==> config.mk <==
export PLATFORM = sky130hd
export DESIGN_NAME = prefixed_hex_text_decoder_top_flat
export DESIGN_NICKNAME = d
export VERILOG_FILES = /design/src/rtl/core/phd_pkg.sv /design/src/rtl/core/phd_char_if.sv /design/src/rtl/core/phd_result_if.sv /design/src/rtl/core/prefixed_hex_text_decoder_top.sv /design/src/rtl/core/phd_decode.sv /design/src/rtl/core/phd_outbuf.sv /design/src/flat_wrapper.sv
export SDC_FILE = /design/constraint.sdc
export NUM_CORES = 1
export LEC_CHECK = 0
export ABC_AREA = 1
export BUFFER_PORTS_ARGS = -buffer_cell sky130_fd_sc_hd__clkbuf_2
export CORE_ASPECT_RATIO = 0.6
export CORE_MARGIN = 2
export CORE_UTILIZATION = 30
export CTS_BUF_LIST = sky130_fd_sc_hd__clkbuf_8
export CTS_CLUSTER_SIZE = 16
export DETAILED_ROUTE_END_ITERATION = 8
export GPL_ROUTABILITY_DRIVEN = 1
export HOLD_SLACK_MARGIN = 0.03
export PLACE_DENSITY = 0.59
export SETUP_SLACK_MARGIN = 0.5
export SLEW_MARGIN = 40
export SYNTH_ARGS = -nofsm -noshare
export SYNTH_HDL_FRONTEND = slang
export SYNTH_SLANG_ARGS = --single-unit
==> constraint.sdc <==
create_clock -name clk -period 2.15 [get_ports clk]
set_input_delay 0 -clock clk [delete_from_list [all_inputs] [get_ports clk]]
set_output_delay 0 -clock clk [all_outputs]
set_load 0.005 [all_outputs]
==> src/rtl/core/phd_pkg.sv <==
`timescale 1ns / 1ps

package phd_pkg;

    // Result kinds; the error codes held by the decoder use the same values.
    localparam logic [1:0] KIND_BYTE         = 2'd0;
    localparam logic [1:0] KIND_OK           = 2'd1;
    localparam logic [1:0] KIND_NOT_PREFIXED = 2'd2;
    localparam logic [1:0] KIND_BAD_HEX      = 2'd3;
    localparam logic [1:0] ERR_NONE          = 2'd0;

    // Characters of interest
    localparam logic [7:0] CH_SPACE = 8'h20;
    localparam logic [7:0] CH_TAB   = 8'h09;
    localparam logic [7:0] CH_CR    = 8'h0D;
    localparam logic [7:0] CH_LF    = 8'h0A;
    localparam logic [7:0] CH_I_UP  = 8'h49;
    localparam logic [7:0] CH_I_LO  = 8'h69;
    localparam logic [7:0] CH_O_UP  = 8'h4F;
    localparam logic [7:0] CH_O_LO  = 8'h6F;
    localparam logic [7:0] CH_R_UP  = 8'h52;
    localparam logic [7:0] CH_R_LO  = 8'h72;
    localparam logic [7:0] CH_COLON = 8'h3A;
    localparam logic [7:0] CH_0     = 8'h30;
    localparam logic [7:0] CH_9     = 8'h39;
    localparam logic [7:0] CH_A_UP  = 8'h41;
    localparam logic [7:0] CH_F_UP  = 8'h46;
    localparam logic [7:0] CH_A_LO  = 8'h61;
    localparam logic [7:0] CH_F_LO  = 8'h66;

    typedef struct packed {
        logic [1:0] result_kind;
        logic [7:0] decoded_byte;
        logic       final_result;
    } result_t;

    // What one accepted character pushes toward the output: a byte, a status, or both.
    typedef struct packed {
        logic    byte_vld;
        result_t byte_res;
        logic    stat_vld;
        result_t stat_res;
    } push_t;

    typedef struct packed {
        logic       is_ws;
        logic       is_hex;
        logic [3:0] nibble;
    } cls_t;

    function automatic cls_t classify(input logic [7:0] c);
        cls_t r;
        r.is_ws  = (c == CH_SPACE) || (c == CH_TAB) || (c == CH_CR) || (c == CH_LF);
        r.is_hex = 1'b0;
        r.nibble = 4'h0;
        if (c >= CH_0 && c <= CH_9)
        begin
            r.is_hex = 1'b1;
            r.nibble = c[3:0];
        end
        else if ((c >= CH_A_UP && c <= CH_F_UP) || (c >= CH_A_LO && c <= CH_F_LO))
        begin
            r.is_hex = 1'b1;
            r.nibble = 4'(c[3:0] + 4'd9);
        end
        return r;
    endfunction

endpackage

==> src/rtl/core/phd_char_if.sv <==
`timescale 1ns / 1ps

interface phd_char_if;
    logic       valid;
    logic       ready;
    logic [7:0] text_char;
    logic       end_of_text;

    modport source (output valid, output text_char, output end_of_text, input ready);
    modport sink   (input valid, input text_char, input end_of_text, output ready);
endinterface

==> src/rtl/core/phd_result_if.sv <==
`timescale 1ns / 1ps

interface phd_result_if;
    logic       valid;
    logic       ready;
    logic [1:0] result_kind;
    logic [7:0] decoded_byte;
    logic       final_result;

    modport source (output valid, output result_kind, output decoded_byte,
                    output final_result, input ready);
    modport sink   (input valid, input result_kind, input decoded_byte,
                    input final_result, output ready);
endinterface

==> src/rtl/core/prefixed_hex_text_decoder_top.sv <==
`timescale 1ns / 1ps

// Prefixed hex text decoder. Text arrives one character per word on chars,
// with end_of_text set on the last character. Leading space/tab/CR/LF are
// skipped, then a case-insensitive "IOR:" prefix is required; after that hex
// digit pairs (either case, whitespace allowed anywhere, even mid-pair) are
// emitted as byte words (result_kind 0) as soon as the second digit lands.
// The last character always produces a status word with final_result set:
// 1 ok, 2 not prefixed (includes short texts), 3 bad hex (bad character or
// odd digit count). After an error no more bytes come out; the consumer
// should drop the bytes of a text whose status is an error. After its
// status word the block starts over on the next character. Throughput is
// one character per clock while the output buffer can take it: the decoder
// state updates in the cycle a character is taken, and results go into a
// two-word output buffer. A character that yields both a byte and the
// status fills both words, so chars.ready stays low until the byte word is
// taken; with results.ready held high, all other characters are taken back
// to back. A character's first result word shows in the cycle after it.

module prefixed_hex_text_decoder_top
    import phd_pkg::*;
(
    input  logic          clk,
    input  logic          rst_n,
    phd_char_if.sink      chars,
    phd_result_if.source  results
);

    logic  in_ready;
    logic  accept;
    push_t push;

    assign chars.ready = in_ready;
    assign accept      = chars.valid && in_ready;

    // character classification, prefix tracking and nibble pairing
    phd_decode u_decode (
        .clk         (clk),
        .rst_n       (rst_n),
        .accept      (accept),
        .text_char   (chars.text_char),
        .end_of_text (chars.end_of_text),
        .push        (push)
    );

    // result register: holds up to a byte word plus a status word
    phd_outbuf u_outbuf (
        .clk      (clk),
        .rst_n    (rst_n),
        .accept   (accept),
        .push     (push),
        .in_ready (in_ready),
        .results  (results)
    );

endmodule

==> src/rtl/core/phd_decode.sv <==
`timescale 1ns / 1ps

module phd_decode
    import phd_pkg::*;
(
    input  logic       clk,
    input  logic       rst_n,
    input  logic       accept,
    input  logic [7:0] text_char,
    input  logic       end_of_text,
    output push_t      push
);

    localparam logic [2:0] PH_LEAD  = 3'd0;
    localparam logic [2:0] PH_GOT_I = 3'd1;
    localparam logic [2:0] PH_GOT_O = 3'd2;
    localparam logic [2:0] PH_GOT_R = 3'd3;
    localparam logic [2:0] PH_BODY  = 3'd4;
    localparam logic [2:0] PH_ERROR = 3'd5;

    logic [2:0] phase_reg, phase_next;
    logic [3:0] high_nibble_reg, high_nibble_next;
    logic       have_high_reg, have_high_next;
    logic [1:0] error_code_reg, error_code_next;

    logic [2:0] ph;
    logic [3:0] hi;
    logic       have;
    logic [1:0] err;
    logic       byte_vld;
    logic [7:0] byte_val;
    logic [1:0] stat_kind;
    cls_t       cls;

    always_comb
    begin
        cls      = classify(text_char);
        ph       = phase_reg;
        hi       = high_nibble_reg;
        have     = have_high_reg;
        err      = error_code_reg;
        byte_vld = 1'b0;
        byte_val = 8'h00;

        unique case (phase_reg)
            PH_LEAD:
            begin
                if (!cls.is_ws)
                begin
                    if (text_char == CH_I_UP || text_char == CH_I_LO)
                        ph = PH_GOT_I;
                    else
                    begin
                        ph  = PH_ERROR;
                        err = KIND_NOT_PREFIXED;
                    end
                end
            end
            PH_GOT_I:
            begin
                if (text_char == CH_O_UP || text_char == CH_O_LO)
                    ph = PH_GOT_O;
                else
                begin
                    ph  = PH_ERROR;
                    err = KIND_NOT_PREFIXED;
                end
            end
            PH_GOT_O:
            begin
                if (text_char == CH_R_UP || text_char == CH_R_LO)
                    ph = PH_GOT_R;
                else
                begin
                    ph  = PH_ERROR;
                    err = KIND_NOT_PREFIXED;
                end
            end
            PH_GOT_R:
            begin
                if (text_char == CH_COLON)
                    ph = PH_BODY;
                else
                begin
                    ph  = PH_ERROR;
                    err = KIND_NOT_PREFIXED;
                end
            end
            PH_BODY:
            begin
                if (cls.is_ws)
                    ph = PH_BODY;
                else if (!cls.is_hex)
                begin
                    ph   = PH_ERROR;
                    err  = KIND_BAD_HEX;
                    have = 1'b0;
                    hi   = 4'h0;
                end
                else if (have_high_reg)
                begin
                    byte_vld = 1'b1;
                    byte_val = {high_nibble_reg, cls.nibble};
                    have     = 1'b0;
                    hi       = 4'h0;
                end
                else
                begin
                    have = 1'b1;
                    hi   = cls.nibble;
                end
            end
            default:
            begin
                // error phase and unused codes: swallow the rest of the text
                ph = phase_reg;
            end
        endcase

        // closing status, judged on the state after this character
        if (ph >= PH_ERROR)
            stat_kind = (err == ERR_NONE) ? KIND_BAD_HEX : err;
        else if (ph < PH_BODY)
            stat_kind = KIND_NOT_PREFIXED;
        else if (have)
            stat_kind = KIND_BAD_HEX;
        else
            stat_kind = KIND_OK;

        push.byte_vld              = byte_vld;
        push.byte_res.result_kind  = KIND_BYTE;
        push.byte_res.decoded_byte = byte_val;
        push.byte_res.final_result = 1'b0;
        push.stat_vld              = end_of_text;
        push.stat_res.result_kind  = stat_kind;
        push.stat_res.decoded_byte = 8'h00;
        push.stat_res.final_result = 1'b1;

        phase_next       = phase_reg;
        high_nibble_next = high_nibble_reg;
        have_high_next   = have_high_reg;
        error_code_next  = error_code_reg;
        if (accept)
        begin
            if (end_of_text)
            begin
                phase_next       = PH_LEAD;
                high_nibble_next = 4'h0;
                have_high_next   = 1'b0;
                error_code_next  = ERR_NONE;
            end
            else
            begin
                phase_next       = ph;
                high_nibble_next = hi;
                have_high_next   = have;
                error_code_next  = err;
            end
        end
    end

    always_ff @(posedge clk or negedge rst_n)
    begin
        if (!rst_n)
        begin
            phase_reg       <= PH_LEAD;
            high_nibble_reg <= 4'h0;
            have_high_reg   <= 1'b0;
            error_code_reg  <= ERR_NONE;
        end
        else
        begin
            phase_reg       <= phase_next;
            high_nibble_reg <= high_nibble_next;
            have_high_reg   <= have_high_next;
            error_code_reg  <= error_code_next;
        end
    end

    // a closed text leaves the decoder ready for a fresh one
    a_restart: assert property (@(posedge clk) disable iff (!rst_n)
        accept && end_of_text |=> phase_reg == PH_LEAD && !have_high_reg
                                  && error_code_reg == ERR_NONE)
        else $error("decoder state not cleared after end of text");

    // a pending nibble exists only inside the hex body
    a_nibble_in_body: assert property (@(posedge clk) disable iff (!rst_n)
        have_high_reg |-> phase_reg == PH_BODY)
        else $error("pending nibble outside hex body");

endmodule

==> src/rtl/core/phd_outbuf.sv <==
`timescale 1ns / 1ps

module phd_outbuf
    import phd_pkg::*;
(
    input  logic                clk,
    input  logic                rst_n,
    input  logic                accept,
    input  push_t               push,
    output logic                in_ready,
    phd_result_if.source        results
);

    result_t    slot0_reg, slot0_next;
    result_t    slot1_reg, slot1_next;
    logic [1:0] cnt_reg, cnt_next;
    logic       pop;

    assign pop      = (cnt_reg != 2'd0) && results.ready;
    // take a word only when the buffer will be empty after this edge
    assign in_ready = (cnt_reg == 2'd0) || ((cnt_reg == 2'd1) && results.ready);

    always_comb
    begin
        slot0_next = slot0_reg;
        slot1_next = slot1_reg;
        cnt_next   = cnt_reg;
        if (accept)
        begin
            cnt_next   = 2'({1'b0, push.byte_vld} + {1'b0, push.stat_vld});
            slot0_next = push.byte_vld ? push.byte_res : push.stat_res;
            slot1_next = push.stat_res;
        end
        else if (pop)
        begin
            cnt_next   = 2'(cnt_reg - 2'd1);
            slot0_next = slot1_reg;
        end
    end

    always_ff @(posedge clk or negedge rst_n)
    begin
        if (!rst_n)
            cnt_reg <= 2'd0;
        else
            cnt_reg <= cnt_next;
    end

    always_ff @(posedge clk)
    begin
        slot0_reg <= slot0_next;
        slot1_reg <= slot1_next;
    end

    assign results.valid        = (cnt_reg != 2'd0);
    assign results.result_kind  = slot0_reg.result_kind;
    assign results.decoded_byte = slot0_reg.decoded_byte;
    assign results.final_result = slot0_reg.final_result;

    a_cnt_range: assert property (@(posedge clk) disable iff (!rst_n)
        cnt_reg != 2'd3)
        else $error("result buffer overfilled");

    // two queued words are always a byte followed by its closing status
    a_pair_order: assert property (@(posedge clk) disable iff (!rst_n)
        cnt_reg == 2'd2 |-> slot1_reg.final_result && !slot0_reg.final_result
                            && slot0_reg.result_kind == KIND_BYTE)
        else $error("queued pair out of order");

    a_byte_not_final: assert property (@(posedge clk) disable iff (!rst_n)
        results.valid && results.result_kind == KIND_BYTE |-> !results.final_result)
        else $error("byte word flagged as final");

endmodule
==> src/flat_wrapper.sv <==
// flat-port wrapper written by rule: the top's interface ports become plain ports
module prefixed_hex_text_decoder_top_flat import phd_pkg::*;
  (clk, rst_n, chars_valid, chars_text_char, chars_end_of_text, chars_ready, results_valid, results_result_kind, results_decoded_byte, results_final_result, results_ready);
  phd_char_if chars_i ();
  phd_result_if results_i ();
  input  logic clk;
  input  logic rst_n;
  input wire logic [$bits(chars_i.valid)-1:0] chars_valid;
  input wire logic [$bits(chars_i.text_char)-1:0] chars_text_char;
  input wire logic [$bits(chars_i.end_of_text)-1:0] chars_end_of_text;
  output wire logic [$bits(chars_i.ready)-1:0] chars_ready;
  output wire logic [$bits(results_i.valid)-1:0] results_valid;
  output wire logic [$bits(results_i.result_kind)-1:0] results_result_kind;
  output wire logic [$bits(results_i.decoded_byte)-1:0] results_decoded_byte;
  output wire logic [$bits(results_i.final_result)-1:0] results_final_result;
  input wire logic [$bits(results_i.ready)-1:0] results_ready;
  assign chars_i.valid = chars_valid;
  assign chars_i.text_char = chars_text_char;
  assign chars_i.end_of_text = chars_end_of_text;
  assign chars_ready = chars_i.ready;
  assign results_valid = results_i.valid;
  assign results_result_kind = results_i.result_kind;
  assign results_decoded_byte = results_i.decoded_byte;
  assign results_final_result = results_i.final_result;
  assign results_i.ready = results_ready;
  prefixed_hex_text_decoder_top u_core (.clk(clk), .rst_n(rst_n), .chars(chars_i), .results(results_i));
endmodule
==> impl_metrics.json <==
{
  "cp-start-kind": "register",
  "slew_violations": 0,
  "synth_top_area_share_pct": 22.9,
  "r2r_slack_ns": 0.54,
  "skew_ns": 0.00310,
  "clock-sinks": 25,
  "end_kind": "register",
  "p_leak_nw": 1.03,
  "layout-drive-gt1-share_pct": 38.8,
  "cp_max_fo": 4,
  "period_needed_ns": 1.61,
  "rows": 21,
  "irDropWorstVdd_uv": 589,
  "grt_pass1_vias": 1361,
  "antenna_found_initial": 0,
  "status": "finished clean",
  "vias_per_cell": 4.45,
  "ys_ff_latch": 25,
  "area_growth_pct": 27.6,
  "grt_pass1_wl_mm": 6.33,
  "drt-pass1-iter-count": 4,
  "slew-limit-headroom_pct": 76.3,
  "wl_per_cell_um": 11.4,
  "ant_nets": 0,
  "grtUsageTotal_pct": 12.4,
  "dp_slack_ns": 0.304,
  "cpPeakStageDelay_ns": 0.42,
  "critPathSlowestCell": "dfrtp_1",
  "clock_path_buffers": 2,
  "final_nets": 279,
  "clk_latency_ns": 0.27,
  "synthDistinctLibCells": 32,
  "swShare_pct": 42.9,
  "final.setup.tns_ns": 0,
  "antenna_cells": 0,
  "comb_power_share_pct": 57.3,
  "layout.area.seq_sq_um": 692,
  "fp.coreArea_sq_mm": 0.00554,
  "overflow": 0,
  "path_clk_slew_ns": 0.09,
  "crit_path_cell_trace": "nor2_4 -> inv_2 -> nor2_4 -> nand2_4 -> inv_6 -> nand2_4 -> nand3_4 -> nand2_2 -> nand2_2 -> nand3_2 -> nand3_2 -> nand2_2",
  "synth_mux_area_share_pct": 0,
  "synth_top_family_by_area": "simple AND/OR/NAND/NOR gates",
  "whs_ns": 0.107,
  "syn_area_per_cell_sq_um": 7.94,
  "cts_made_buffers": 3,
  "power_density_mw_per_mm2": 1150,
  "hpwl_mm": 2.86,
  "root_buffer": "clkbuf_8",
  "largest_register_ffs": 8,
  "grt_max_degree": 16,
  "hold_viol_final": 0,
  "cts_tree": "done",
  "worstPathRequired_ns": 2.19,
  "path_buf_inv": 2,
  "ys.warnings.count": 0,
  "num_vias": 1504,
  "min_period_over_period_pct": 75.0,
  "fillers": 575,
  "async_reset_ff_share_pct": 48.0,
  "multi_input_area_sq_um": 916,
  "worstSetupPathType": "register to register",
  "drt_iter0_markers": 56,
  "synthXorXnorAreaFrac_pct": 0.513,
  "synth_area_sq_mm": 0.00171,
  "synth-adder-area-share_pct": 5.13,
  "p_switching_mw": 1.08,
  "crit_top_cell": "nand2_2",
  "start_util_pct": 30.8,
  "yosys.area_share.simple_pct": 32.1,
  "yosysSeqAreaShare_pct": 40.5,
  "synth_top_cell_by_area": "edfxtp_1",
  "syn_nets": 235,
  "htreeDepth": 1,
  "synth_area_leaders": "edfxtp_1 (23%), dfrtp_1 (18%), nand2_1 (11%), inv_1 (7.5%), nor2_1 (5.3%)",
  "die_area_sq_mm": 0.00633,
  "wirelength_mm": 3.84,
  "worst_slack_ns": 0.539,
  "gp_congestion": 0.861,
  "die_w_um": 101,
  "port-buffer-count": 25,
  "setup_viol": 0,
  "clkPwrFrac_pct": 11.1,
  "syn-instance-count": 215,
  "drv_cap": 0,
  "grt_setup_unrepaired": "true",
  "hold_class": "primary input to register",
  "cp_top_family": "simple AND/OR/NAND/NOR gates",
  "die_y_um": 62.4,
  "arrival_ns": 1.65,
  "synth-compound-area-share_pct": 11.5,
  "tightest_slew_ns": 0.355,
  "p_seq_share_pct": 31.6,
  "io_pins": 26,
  "synth_ff_type": "edfxtp_1",
  "synth_edf_count": 13,
  "drc": 0,
  "p_int_mw": 1.43,
  "fmax_mhz": 621
}
==> final timing paths <==
path | cells past startpoint | startpoint | to
max in group asynchronous | 2 | rst_n | u_core.u_decode.phase_reg[1]
setup reg to reg | 12 | u_core.u_decode.phase_reg[0] | u_core.u_outbuf.results.result_kind[0]
hold reg to reg | 2 | u_core.u_decode.high_nibble_reg[3] | u_core.u_decode.high_nibble_reg[3]
min in group asynchronous | 2 | rst_n | u_core.u_decode.error_code_reg[0]
hold / removal | 4 | chars_end_of_text | u_core.u_decode.high_nibble_reg[2]
setup / recovery | 12 | u_core.u_decode.phase_reg[0] | u_core.u_outbuf.results.result_kind[0]
==> power by group through the flow <==
stage	clock network, mW	logic [mW]	registers (mW)
global route	0.302	1.60	0.812
global placement	0	1.08	0.806
finish	0.278	1.44	0.794
detailed placement	0	1.08	0.809
floorplan	0	0.810	0.804
CTS	0.290	1.29	0.791
==> cell families after synthesis <==
logic type                 Yosys count
and+or+nand+nor                    111
buffers and inverters               42
adders and majority gates            7
AOI/OAI and AO/OA                   29
xor gates and xnor gates             1
DFF                                 25
==> layout by cell type (no fill, tap or decap), drive strengths merged, types with 3 or more instances in the layout <==
| master | n |
|---|---|
| nand2 | 62 |
| inv | 38 |
| clkbuf | 28 |
| nor2 | 28 |
| nand3 | 16 |
| buf | 15 |
| edfxtp | 13 |
| dfrtp | 12 |
| o21ai | 11 |
| ha | 7 |
| o22ai | 6 |
| a21oi | 4 |
| nand4 | 3 |
| o211ai | 3 |
| o31ai | 3 |
==> layout make-up <==
type / count / share of cell area [%]
Multi-Input combinational cell: 148 / 42.1
Inverter: 40 / 7.47
Sequential cell: 25 / 31.8
Clock inverter: 1 / 0.230
Tap cell: 80 / 4.60
Clock buffer: 3 / 1.90
Timing Repair Buffer: 41 / 12.0
==> stage by stage <==
step | instances | power [mW] | instance area (sq um) | util (%)
global placement | 318 | 1.88 | 1920 | 34.6
floorplan | 215 | 1.61 | 1710 | -
global route | 338 | 2.71 | 2180 | 39.3
finish | 338 | 2.51 | 2180 | 39.3
CTS | 334 | 2.37 | 2090 | 37.8
detailed placement | 318 | 1.89 | 1920 | 34.6
==> metal layers <==
metal  wire length (um)  track usage [%]  vias to the layer above
met3                212             3.13                        2
met4                  8             1.35                        0
met5                  0                0                        -
met2               1670             18.2                       34
met1               1950             19.0                      686
li1                   -                -                      782
==> worst min-delay path: cells and delay by family <==
kind | cells | cell delay [ns]
AOI/OAI and AO/OA | 2 | 0.14
buffers and inverters | 1 | 0.14
and+or+nand+nor | 1 | 0.06
==> what timing repair did <==
| action | 4_1_cts | 5_1_grt |
|---|---|---|
| gates cloned | 0 | 0 |
| endpoints found under the hold margin | 12 | 0 |
| endpoints found under the setup margin | 26 | 36 |
| buffers inserted | 11 | 4 |
| hold buffers | 1 | 0 |
| pin swaps | 3 | 9 |
| resized for setup | 12 | 20 |
==> Yosys cell counts, drive strengths merged, types with 3 or more instances <==
cell type / instances
o22ai: 6
inv: 39
nand4: 3
dfrtp: 12
ha: 7
nand2: 62
a21oi: 4
o31ai: 3
nand3: 16
o21ai: 11
nor2: 28
o211ai: 3
edfxtp: 13
Note: power is estimated with default switching activity, not from simulation.
